## src/sv/rsa_pkg.sv

```systemverilog
// rsa_pkg: shared types and constants for the rgb saturation adjust pipeline
// no dependencies; used by every rsa module and the top level

package rsa_pkg;

	localparam int GAIN_FRAC_BITS_DEF = 12;
	localparam int CH_W = 8;

	localparam logic signed [7:0] PCT_MAX = 8'sd100;
	localparam logic signed [7:0] PCT_MIN = -8'sd100;
	localparam logic [7:0] PCT_FULL = 8'd100;

	typedef struct packed {
		logic [CH_W-1:0] a;
		logic [CH_W-1:0] b;
		logic [CH_W-1:0] c;
	} rgb_t;

	typedef struct packed {
		rgb_t ch;
		logic [CH_W:0] s;
		logic gray;
	} pix_t;

endpackage

```

## src/sv/rsa_gain_sel.sv

```systemverilog
// rsa_gain_sel: min/max, lightness sum and gain operand selection (three stages)
// depends on rsa_pkg; feeds the dividend and divisor of rsa_div_pipe

module rsa_gain_sel #(
	parameter int GAIN_FRAC_BITS = rsa_pkg::GAIN_FRAC_BITS_DEF
) (
	input  logic clk,
	input  logic arst_n,
	input  logic en,
	input  logic in_valid,
	input  logic [rsa_pkg::CH_W-1:0] chan_a,
	input  logic [rsa_pkg::CH_W-1:0] chan_b,
	input  logic [rsa_pkg::CH_W-1:0] chan_c,
	input  logic signed [7:0] pct,
	output logic valid,
	output logic [rsa_pkg::CH_W+GAIN_FRAC_BITS-1:0] dividend,
	output logic [rsa_pkg::CH_W-1:0] divisor,
	output rsa_pkg::pix_t pix
);

	localparam int QW = rsa_pkg::CH_W + GAIN_FRAC_BITS;

	logic valid_s1, valid_s2, valid_s3;
	rsa_pkg::rgb_t ch_s1, ch_s2;
	logic [7:0] mx_s1, mn_s1;
	logic [7:0] mx, mn;
	logic [8:0] s_s2;
	logic [7:0] d_s2, den_s2;
	logic [8:0] s_sum;
	logic [7:0] den;
	logic signed [7:0] pc;
	logic [7:0] k;
	logic [14:0] lhs, rhs;
	logic [7:0] num, dv;
	logic [QW-1:0] dividend_s3;
	logic [7:0] divisor_s3;
	rsa_pkg::pix_t pix_s3;

	// stage 1: largest and smallest channel
	always_comb begin
		mx = chan_a;
		mn = chan_a;
		if (chan_b > mx) mx = chan_b;
		if (chan_b < mn) mn = chan_b;
		if (chan_c > mx) mx = chan_c;
		if (chan_c < mn) mn = chan_c;
	end

	always_ff @(posedge clk or negedge arst_n) begin
		if (!arst_n) begin
			valid_s1 <= 1'b0;
			valid_s2 <= 1'b0;
			valid_s3 <= 1'b0;
		end else if (en) begin
			valid_s1 <= in_valid;
			valid_s2 <= valid_s1;
			valid_s3 <= valid_s2;
		end
	end

	always_ff @(posedge clk) begin
		if (en) begin
			ch_s1 <= '{a: chan_a, b: chan_b, c: chan_c};
			mx_s1 <= mx;
			mn_s1 <= mn;
		end
	end

	// stage 2: sum, spread and distance to the nearer end of the range
	assign s_sum = {1'b0, mx_s1} + {1'b0, mn_s1};
	assign den = (s_sum <= 9'd255) ? s_sum[7:0] : 8'(9'd510 - s_sum);

	always_ff @(posedge clk) begin
		if (en) begin
			ch_s2 <= ch_s1;
			s_s2 <= s_sum;
			d_s2 <= mx_s1 - mn_s1;
			den_s2 <= den;
		end
	end

	// stage 3: for p <= 0 use (100+p)/100; else pick the smaller of den/d and 100/(100-p) by cross products
	always_comb begin
		if (pct < rsa_pkg::PCT_MIN) pc = rsa_pkg::PCT_MIN;
		else if (pct > rsa_pkg::PCT_MAX) pc = rsa_pkg::PCT_MAX;
		else pc = pct;
	end

	assign k = rsa_pkg::PCT_FULL - 8'(pc);
	assign lhs = 15'(den_s2) * 15'(k);
	assign rhs = 15'(rsa_pkg::PCT_FULL) * 15'(d_s2);

	always_comb begin
		if (pc <= 8'sd0) begin
			num = rsa_pkg::PCT_FULL + 8'(pc);
			dv = rsa_pkg::PCT_FULL;
		end else if (pc == rsa_pkg::PCT_MAX || lhs <= rhs) begin
			num = den_s2;
			dv = d_s2;
		end else begin
			num = rsa_pkg::PCT_FULL;
			dv = k;
		end
	end

	always_ff @(posedge clk) begin
		if (en) begin
			dividend_s3 <= {num, {(GAIN_FRAC_BITS-7){1'b0}}, dv[7:1]};
			divisor_s3 <= dv;
			pix_s3 <= '{ch: ch_s2, s: s_s2, gray: (d_s2 == 8'd0)};
		end
	end

	assign valid = valid_s3;
	assign dividend = dividend_s3;
	assign divisor = divisor_s3;
	assign pix = pix_s3;

endmodule

```

## src/sv/rsa_div_pipe.sv

```systemverilog
// rsa_div_pipe: restoring divider, one quotient bit per pipeline stage
// depends on rsa_pkg; carries the pixel alongside the quotient

module rsa_div_pipe #(
	parameter int GAIN_FRAC_BITS = rsa_pkg::GAIN_FRAC_BITS_DEF
) (
	input  logic clk,
	input  logic arst_n,
	input  logic en,
	input  logic in_valid,
	input  logic [rsa_pkg::CH_W+GAIN_FRAC_BITS-1:0] dividend,
	input  logic [rsa_pkg::CH_W-1:0] divisor,
	input  rsa_pkg::pix_t in_pix,
	output logic valid,
	output logic [rsa_pkg::CH_W+GAIN_FRAC_BITS-1:0] quotient,
	output rsa_pkg::pix_t pix
);

	localparam int QW = rsa_pkg::CH_W + GAIN_FRAC_BITS;

	logic v_s [QW];
	logic [7:0] rem_s [QW];
	logic [QW-1:0] work_s [QW];
	logic [7:0] div_s [QW];
	rsa_pkg::pix_t pix_s [QW];

	genvar i;
	generate
		for (i = 0; i < QW; i++) begin : g_stage
			logic v_src;
			logic [7:0] rem_src, div_src;
			logic [QW-1:0] work_src;
			rsa_pkg::pix_t pix_src;
			logic [8:0] t, diff;
			logic ge;

			if (i == 0) begin : g_first
				assign v_src = in_valid;
				assign rem_src = 8'd0;
				assign work_src = dividend;
				assign div_src = divisor;
				assign pix_src = in_pix;
			end else begin : g_next
				assign v_src = v_s[i-1];
				assign rem_src = rem_s[i-1];
				assign work_src = work_s[i-1];
				assign div_src = div_s[i-1];
				assign pix_src = pix_s[i-1];
			end

			assign t = {rem_src, work_src[QW-1]};
			assign diff = t - {1'b0, div_src};
			assign ge = (t >= {1'b0, div_src});

			always_ff @(posedge clk or negedge arst_n) begin
				if (!arst_n) begin
					v_s[i] <= 1'b0;
				end else if (en) begin
					v_s[i] <= v_src;
				end
			end

			always_ff @(posedge clk) begin
				if (en) begin
					rem_s[i] <= ge ? diff[7:0] : t[7:0];
					work_s[i] <= {work_src[QW-2:0], ge};
					div_s[i] <= div_src;
					pix_s[i] <= pix_src;
				end
			end
		end
	endgenerate

	assign valid = v_s[QW-1];
	assign quotient = work_s[QW-1];
	assign pix = pix_s[QW-1];

endmodule

```

## src/sv/rsa_apply.sv

```systemverilog
// rsa_apply: per-channel gain multiply (registered), then round and saturate; gray pixels pass through
// depends on rsa_pkg; takes the gain from rsa_div_pipe

module rsa_apply #(
	parameter int GAIN_FRAC_BITS = rsa_pkg::GAIN_FRAC_BITS_DEF
) (
	input  logic clk,
	input  logic arst_n,
	input  logic en,
	input  logic in_valid,
	input  logic [rsa_pkg::CH_W+GAIN_FRAC_BITS-1:0] gain,
	input  rsa_pkg::pix_t in_pix,
	output logic valid,
	output rsa_pkg::rgb_t result
);

	localparam int QW = rsa_pkg::CH_W + GAIN_FRAC_BITS;
	localparam int PW = QW + 12;
	localparam int AW = PW + 1;

	logic valid_s1;
	rsa_pkg::pix_t pix_s1;
	logic signed [PW-1:0] prod_a_s1, prod_b_s1, prod_c_s1;
	logic signed [10:0] dx_a, dx_b, dx_c;
	logic signed [QW:0] g_sgn;
	logic signed [AW-1:0] base;

	function automatic logic [7:0] round_sat(input logic signed [PW-1:0] prod,
		input logic signed [AW-1:0] offs);
		logic signed [AW-1:0] acc;
		begin
			acc = AW'(prod) + offs;
			if (acc <= 0) round_sat = 8'd0;
			else if (|acc[AW-2:GAIN_FRAC_BITS+9]) round_sat = 8'd255;
			else round_sat = acc[GAIN_FRAC_BITS+8:GAIN_FRAC_BITS+1];
		end
	endfunction

	assign g_sgn = $signed({1'b0, gain});
	assign dx_a = $signed({2'b0, in_pix.ch.a, 1'b0}) - $signed({2'b0, in_pix.s});
	assign dx_b = $signed({2'b0, in_pix.ch.b, 1'b0}) - $signed({2'b0, in_pix.s});
	assign dx_c = $signed({2'b0, in_pix.ch.c, 1'b0}) - $signed({2'b0, in_pix.s});

	always_ff @(posedge clk or negedge arst_n) begin
		if (!arst_n) begin
			valid_s1 <= 1'b0;
		end else if (en) begin
			valid_s1 <= in_valid;
		end
	end

	always_ff @(posedge clk) begin
		if (en) begin
			pix_s1 <= in_pix;
			prod_a_s1 <= PW'(dx_a) * PW'(g_sgn);
			prod_b_s1 <= PW'(dx_b) * PW'(g_sgn);
			prod_c_s1 <= PW'(dx_c) * PW'(g_sgn);
		end
	end

	// (s + 1) << frac: the mid term plus the half-up rounding constant
	assign base = $signed(AW'({1'b0, pix_s1.s} + 10'd1) << GAIN_FRAC_BITS);

	always_comb begin
		if (pix_s1.gray) begin
			result = pix_s1.ch;
		end else begin
			result.a = round_sat(prod_a_s1, base);
			result.b = round_sat(prod_b_s1, base);
			result.c = round_sat(prod_c_s1, base);
		end
	end

	assign valid = valid_s1;

endmodule

```

## src/sv/rsa_out_skid.sv

```systemverilog
// rsa_out_skid: output register plus one skid entry; full flag stalls the pipeline
// depends on rsa_pkg

module rsa_out_skid (
	input  logic clk,
	input  logic arst_n,
	input  logic push,
	input  rsa_pkg::rgb_t push_pix,
	input  logic out_stall,
	output logic out_valid,
	output rsa_pkg::rgb_t out_pix,
	output logic full
);

	logic out_valid_q, skid_full_q;
	rsa_pkg::rgb_t out_q, skid_q;
	logic take;

	assign take = out_valid_q && !out_stall;

	always_ff @(posedge clk or negedge arst_n) begin
		if (!arst_n) begin
			out_valid_q <= 1'b0;
			skid_full_q <= 1'b0;
		end else if (!out_valid_q || take) begin
			out_valid_q <= skid_full_q || push;
			skid_full_q <= 1'b0;
		end else if (push) begin
			skid_full_q <= 1'b1;
		end
	end

	always_ff @(posedge clk) begin
		if (!out_valid_q || take) begin
			out_q <= skid_full_q ? skid_q : push_pix;
		end else if (push) begin
			skid_q <= push_pix;
		end
	end

	assign out_valid = out_valid_q;
	assign out_pix = out_q;
	assign full = skid_full_q;

endmodule

```

## src/sv/rgb_saturation_adjust_unit.sv

```systemverilog
// rgb_saturation_adjust_unit: HSL-style saturation adjustment of 8-bit RGB pixels
// throughput: one pixel per cycle while in_stall is low; depth is set by the bit-per-stage gain divider
// reset: arst_n clears all valid bits and sets the stored saturation percent (pct_q) to zero
// depends on rsa_pkg, rsa_gain_sel, rsa_div_pipe, rsa_apply, rsa_out_skid

module rgb_saturation_adjust_unit #(
	parameter int GAIN_FRAC_BITS = rsa_pkg::GAIN_FRAC_BITS_DEF
) (
	input  logic clk,
	input  logic arst_n,
	input  logic cfg_valid,
	output logic cfg_ready,
	input  logic [7:0] saturation_percent,
	input  logic in_valid,
	output logic in_stall,
	input  logic [rsa_pkg::CH_W-1:0] chan_a,
	input  logic [rsa_pkg::CH_W-1:0] chan_b,
	input  logic [rsa_pkg::CH_W-1:0] chan_c,
	output logic out_valid,
	input  logic out_stall,
	output logic [rsa_pkg::CH_W-1:0] out_a,
	output logic [rsa_pkg::CH_W-1:0] out_b,
	output logic [rsa_pkg::CH_W-1:0] out_c
);

	localparam int QW = rsa_pkg::CH_W + GAIN_FRAC_BITS;

	logic signed [7:0] pct_q;
	logic en, full;
	logic sel_valid, div_valid, app_valid;
	logic [QW-1:0] dividend, quotient;
	logic [rsa_pkg::CH_W-1:0] divisor;
	rsa_pkg::pix_t sel_pix, div_pix;
	rsa_pkg::rgb_t app_pix, res_pix;

	assign cfg_ready = 1'b1;

	always_ff @(posedge clk or negedge arst_n) begin
		if (!arst_n) begin
			pct_q <= 8'sd0;
		end else if (cfg_valid && cfg_ready) begin
			pct_q <= $signed(saturation_percent);
		end
	end

	// whole pipeline advances unless the skid entry is occupied
	assign en = !full;
	assign in_stall = full;

	rsa_gain_sel #(.GAIN_FRAC_BITS(GAIN_FRAC_BITS)) u_gain_sel (
		.clk(clk),
		.arst_n(arst_n),
		.en(en),
		.in_valid(in_valid),
		.chan_a(chan_a),
		.chan_b(chan_b),
		.chan_c(chan_c),
		.pct(pct_q),
		.valid(sel_valid),
		.dividend(dividend),
		.divisor(divisor),
		.pix(sel_pix)
	);

	rsa_div_pipe #(.GAIN_FRAC_BITS(GAIN_FRAC_BITS)) u_div_pipe (
		.clk(clk),
		.arst_n(arst_n),
		.en(en),
		.in_valid(sel_valid),
		.dividend(dividend),
		.divisor(divisor),
		.in_pix(sel_pix),
		.valid(div_valid),
		.quotient(quotient),
		.pix(div_pix)
	);

	rsa_apply #(.GAIN_FRAC_BITS(GAIN_FRAC_BITS)) u_apply (
		.clk(clk),
		.arst_n(arst_n),
		.en(en),
		.in_valid(div_valid),
		.gain(quotient),
		.in_pix(div_pix),
		.valid(app_valid),
		.result(app_pix)
	);

	rsa_out_skid u_out_skid (
		.clk(clk),
		.arst_n(arst_n),
		.push(app_valid && en),
		.push_pix(app_pix),
		.out_stall(out_stall),
		.out_valid(out_valid),
		.out_pix(res_pix),
		.full(full)
	);

	assign out_a = res_pix.a;
	assign out_b = res_pix.b;
	assign out_c = res_pix.c;

endmodule
```

## config.mk

```make
export PLATFORM = sky130hd
export DESIGN_NAME = rgb_saturation_adjust_unit
export DESIGN_NICKNAME = d
export VERILOG_FILES = /design/src/sv/rsa_pkg.sv /design/src/sv/rsa_gain_sel.sv /design/src/sv/rsa_div_pipe.sv /design/src/sv/rsa_apply.sv /design/src/sv/rsa_out_skid.sv /design/src/sv/rgb_saturation_adjust_unit.sv
export SDC_FILE = /design/constraint.sdc
export NUM_CORES = 2
export LEC_CHECK = 0
export BUFFER_PORTS_ARGS = -buffer_cell sky130_fd_sc_hd__clkbuf_2
export CAP_MARGIN = 20
export CORE_MARGIN = 2
export CORE_UTILIZATION = 30
export CTS_BUF_LIST = sky130_fd_sc_hd__clkbuf_8
export DETAILED_ROUTE_END_ITERATION = 12
export PLACE_DENSITY = 0.52
export SYNTH_ARGS = -nofsm -noshare
export SYNTH_HDL_FRONTEND = slang
export SYNTH_SLANG_ARGS = --single-unit
```

## constraint.sdc

```tcl
create_clock -name clk -period 54.6 [get_ports clk]
set_input_delay 10.92 -clock clk [delete_from_list [all_inputs] [get_ports clk]]
set_output_delay 10.92 -clock clk [all_outputs]
set_load 0.1 [all_outputs]
```

# After elaboration in Yosys (flattened, before gate mapping)
# Memories as Yosys holds them, arrays and structs flattened.
# Index checks and enable logic that the tools add are counted.
# totals
reg_bits	358
latchBits	0
mem_bits_rw	1400
rom_bits	0
in_bits	37
word_cells	191
mem_count	4
# memory_table
memory	depth	width	rd	rd_clocked_by_memory_dff	write_ports	line_no	text
u_div_pipe.pix_s	20	34	20	0	20	rsa_div_pipe.sv:25	rsa_pkg::pix_t pix_s [QW];
u_div_pipe.work_s	20	20	20	0	20	rsa_div_pipe.sv:23	logic [QW-1:0] work_s [QW];
u_div_pipe.div_s	20	8	19	0	20	rsa_div_pipe.sv:24	logic [7:0] div_s [QW];
u_div_pipe.rem_s	20	8	19	0	20	rsa_div_pipe.sv:22	logic [7:0] rem_s [QW];
# classes
addsub	32
n_mul	5
div_mod_pow	0
magnitude_cmp	32
eq_ne	1
shift	0
mux	42
bitwise_logic	1
n_reduce_logical	14
# op_table
op	count
8-bit two-way mux	37
9-bit by 8-bit >= comparator with 1-bit output	19
8-bit subtractor	20
32-bit by 23-bit adder with 33-bit output	3
33-bit by 1-bit <= comparator with 1-bit output, second input constant	3
10-bit by 21-bit multiplier with 31-bit output	3
24-bit two-way mux	2
11-bit OR reduction	3
9-bit by 9-bit subtractor with 10-bit output	3
8-bit greater-than comparator	2
8-bit less-than comparator	2
15-bit <= comparator	1
8-bit by 8-bit multiplier with 15-bit output	1
5-bit by 8-bit multiplier with 13-bit output, first input constant	1
9-bit by 1-bit adder with 10-bit output, second input constant	1
8-bit by 8-bit adder with 9-bit output	1
9-bit by 8-bit <= comparator with 1-bit output, second input constant	1
7-bit by 8-bit adder with 8-bit output, first input constant	1
8-bit equality test, second input constant	1
1-bit by 8-bit >= comparator with 1-bit output	1
8-bit greater-than comparator, second input constant	1
8-bit by 1-bit <= comparator with 1-bit output, second input constant	1
8-bit logical NOT	1
8-bit less-than comparator, second input constant	1
other kinds (10)	17

# Depth between registers and ports, before layout
# depth
word_depth	9
mapped_depth	37
depth_no_buf	35

# Hierarchy
# From an unflattened synthesis, not the netlist that was laid out.
# unflattened
hier_cells	6487
hier_area_um2	88519.9
# modules_own_cells
module	n_inst	cells_per_inst	area_per_inst_um2	seq_area_each_um2
rsa_div_pipe	1	2652	50991.4	42060.3
rsa_apply	1	2909	25570.8	2757.6
rsa_gain_sel	1	824	9695.5	4189.0
rsa_out_skid	1	81	1909.3	1491.4
rgb_saturation_adjust_unit	1	21	352.8	200.2

# Worst setup path before layout
# No wires, ideal clock.
# synth_path
kind	register to register
from	register u_out_skid.skid_full_q (netlist: u_out_skid.full)
to	register u_apply.pix_s1[0] in the netlist's numbering, enable pin
arrival_time_ps	40304
required_ps	52219
path_slack_ps	11914
path_stages_with_launch	4
path_buffers	2
path_cell_list	dfrtp_1 -> clkbuf_1 -> clkinv_1 -> clkbuf_1
# synth_lines
item	line_no	text
from (decl)	rsa_out_skid.sv:15	logic out_valid_q, skid_full_q;
from (signal assigned)	rsa_out_skid.sv:24	skid_full_q <= 1'b0;
from (signal assigned)	rsa_out_skid.sv:27	skid_full_q <= 1'b0;
from (signal assigned)	rsa_out_skid.sv:29	skid_full_q <= 1'b1;
to (signal assigned)	rsa_apply.sv:54	pix_s1 <= in_pix;
to (decl)	rsa_apply.sv:22	rsa_pkg::pix_t pix_s1;
# No word-level cell between the ends.

# Final worst setup path
# layout_path
from	input chan_a[1] in the netlist's numbering
to	register u_gain_sel.mx_s1[0] (data pin)
# layout_via
elab_chain_len	4
# layout_lines
item	line_no	text
from (decl)	rgb_saturation_adjust_unit.sv:16	input logic [rsa_pkg::CH_W-1:0] chan_a,
8-bit greater-than comparator	rsa_gain_sel.sv:43	if (chan_b > mx) mx = chan_b;
8-bit two-way mux *	rsa_gain_sel.sv:43	
8-bit greater-than comparator	rsa_gain_sel.sv:45	if (chan_c > mx) mx = chan_c;
8-bit two-way mux *	rsa_gain_sel.sv:45	
net u_gain_sel.mx[0]	rsa_gain_sel.sv:26	logic [7:0] mx, mn;
to (signal assigned)	rsa_gain_sel.sv:64	mx_s1 <= mx;
to (decl)	rsa_gain_sel.sv:25	logic [7:0] mx_s1, mn_s1;
# The timed path passes the listed nets; every way through them passes the cells marked *.
# A chain may end at the register's enable or synchronous reset.

==> results.txt <==
CP max FO - 9
Core ar. - 271200 um^2
Routability congestion estimate - 0.8249
CTS buffer count - 271
Overflow after GRT - 0
Max cap viols - 0
Syn Nets - 7187
Worst-Skew Late Latency - 910 ps
Final Slew Violations - 0
Die height - 526.7 um
CTS HTree Levels - 5
Starting Density - 30.22%
Main flop type after synthesis - edfxtp_1
Unique masters post-synth - 79
DRC - 0
Status - finished clean
Rows - 191
CTS clock-pin slew for the worst setup and hold paths - 60 ps
CP cell instances - clkbuf_2, inv_1, ha_1, nor2b_1, o21a_1, o21a_1, o21bai_1, nand2_1, o21a_1, mux2i_1, ha_1, nor2b_1, o21ai_0, nand2b_1, a21oi_1, o21ai_0, o21a_1, nor2_1, a21oi_1
Most frequent cells in the layout - edfxtp_1 (1498), inv_1 (877), ha_1 (590)
Mapped Area - 81960 um^2
Drt via density - 4.470
CP endpoint kind - flip-flop
Routed len/inst - 16.44 um
Share of cells above drive strength 1 - 10.39%
Final non-filler cell total - 10060
TritonCTS clock tree - yes
Crit start category - primary input
Arr. time, crit path - 14540 ps
Hold WC Path Type - flip-flop to flip-flop
Area Growth Syn to Fin - 11.75%
IO buf count - 62
Initial antenna violation count - 8
Total Wirelength - 165.4 mm
Seq/Total Area, Yosys - 55.92%
Setup violators final - 0
Drt pass-1 iters - 7
Least-Margin Pin Slew - 1133 ps
CP max stage delay - 380 ps
Clock root buffer master - clkbuf_8
Endpoint of the worst hold path - u_div_pipe.work_s[3][47]
Final net count - 7424
Fin crit share - 25.50%
Pin count of the biggest net entering global routing - 209
Chip Width - 526.7 um
Cell Area, Placed - 86690 um^2
CTS max path bufs - 4
Iter 0 DRT Violations - 2622
Commonest non-fill, non-tap cell in the layout - edfxtp_1
Sink Count - 1532
Filler Cells Inserted - 26370
Hold Path Cell Cnt - 0
Rel. slew slack - 24.37%
Yosys reg bits - 1532
Vias - 44980
Vias in the first global route - 47290
Async set-reset flop share out of synthesis - 2.219%
Synth Instances - 6067
FF/Latch Area - 45840 um^2
Min-delay src - u_div_pipe.work_s[3][26]
Max Clk Rate - 0.07183 GHz
CP max-delay cell - o21a_1
Postcts setup bufs - 0
Yosys warns - 0
Area of the multi-input gates - 32560 um^2
Synth area leaders - edfxtp_1 (55%), fa_1 (12%), ha_1 (9.0%)
EDFF count, synth - 1498
Antenna Violating Nets Remaining - 0
Placed Cells - 9597
R2R depth - 28
Detailed Place HPWL - 117.6 mm
Die area - 277400 um^2
Final Hold Viols - 0
Worst reg2reg startpoint - u_div_pipe.pix_s[4][104]
Tmin final - 13920 ps
Setup CP Type - primary input to flip-flop
Hold_buf cts - 0
Unrepaired setup endpoints after global routing - no
Register-to-register setup slack - 45580 ps
RR Endpoint - u_apply.prod_b_s1[29]
Syn avg cell area - 13.51 um^2
Post-CTS Resized - 0
Total GRT Usage - 11.97%
I/O pin count - 64
Most common cell on crit path - o21a_1
Max Clock Skew - 82.38 ps
CP required - 55220 ps
First-pass GRT wire length - 264.9 mm
Setup_tns - 0 ps
Post-synth top area share - 54.88%
Synth area leader - edfxtp_1
Post-route cell area - 91590 um^2
## logic make-up (layout without fill, tap and decap cells)
| family | after synthesis | after routing | synth area share, % |
|---|---|---|---|
| flops | 1532 | 1532 | 55.92 |
| simple gates | 1359 | 1359 | 8.225 |
| fa+ha+maj | 1083 | 1083 | 21.05 |
| buf+inv | 971 | 1394 | 4.453 |
| compound gates | 730 | 730 | 5.668 |
| xor+xnor | 196 | 196 | 2.094 |
| mux | 195 | 195 | 2.583 |
| other cells | 1 | 4 | 0.004575 |
## metal layers
layer  vias up  GRT usage [%]  share of wire, %
li1      21540              -                 -
met5         -              0                 0
met2       920          19.65                47
met1     22190          15.83                45
met3       331          1.999               4.1
met4         0          4.406               3.6
## synth_stat cells (22+ instances only)
master	n
a21boi_0	67
and3_1	22
nor3_1	37
fa_1	493
a21o_1	86
nand4_1	45
nor2_1	262
nand3_1	47
a21oi_1	179
clkbuf_1	156
inv_1	808
edfxtp_1	1498
xor2_1	55
dfrtp_1	34
nor2b_1	70
nand2_1	474
a31oi_1	31
ha_1	590
o21ai_0	205
nand2b_1	36
mux2i_1	63
or3b_2	53
xnor2_1	141
mux2_2	132
and2_1	246
## layout make-up
type                    count  area share [%]
flip-flops and latches   1532           50.05
well taps                3570           4.877
multi-input cells        3564           35.55
clock inverters           183           1.130
inverters                 809           3.324
repair buffers            126          0.9208
clock buffers             276           4.148
diodes                      3        0.008197
## worst max path at each step
stage	slack, ps	from	to	cells after the start
after floorplan	11910	u_out_skid.full	u_apply.pix_s1[0]	3
after global placement	39530	chan_a[1]	u_gain_sel.mx_s1[0]	19
after detailed placement	39730	chan_a[1]	u_gain_sel.mx_s1[0]	19
after CTS	40720	chan_a[1]	u_gain_sel.mx_s1[0]	19
after global routing	40430	chan_a[1]	u_gain_sel.mx_s1[0]	19
final	40680	chan_a[1]	u_gain_sel.mx_s1[0]	19
## through the flow
step           setup slack, ps  hold WS [ps]  utilization, %
5_1_grt                  40430         373.1           33.77
3_3_place_gp             39530         400.7           31.96
3_5_place_dp             39730         404.5           31.96
4_1_cts                  40720         354.8           33.74
2_1_floorplan            11910         400.3               -
6_report                 40680         378.0           33.77
## worst max-delay path, delay by kind of cell
kind                       cells  cell delay, ps
AOI/OAI and AO/OA              9            1740
adders and majority gates      2             580
buffers and inverters          2             170
muxes                          1             300
and+or+nand+nor                5             820
## sequential cells by signal, summed over array words and instances, names as in the netlist, 9 cells and up
| register | cells |
|---|---|
| u_gain_sel.dividend | 9 |
| u_gain_sel.ch_s1 | 24 |
| u_out_skid.out_pix | 24 |
| u_div_pipe.pix_s | 680 |
| u_gain_sel.pix | 34 |
| u_div_pipe.work_s | 244 |
| u_apply.prod_b_s1 | 19 |
| u_apply.prod_a_s1 | 19 |
| u_gain_sel.ch_s2 | 24 |
| u_apply.pix_s1 | 34 |
| u_div_pipe.g_stage.v_src | 19 |
| u_div_pipe.rem_s | 152 |
| u_div_pipe.div_s | 146 |
| u_out_skid.skid_q | 24 |
| u_apply.prod_c_s1 | 19 |
Power is left out: the tool's default activity adds up to more than one toggle a clock period on the data nets, which glitch-free logic cannot reach.
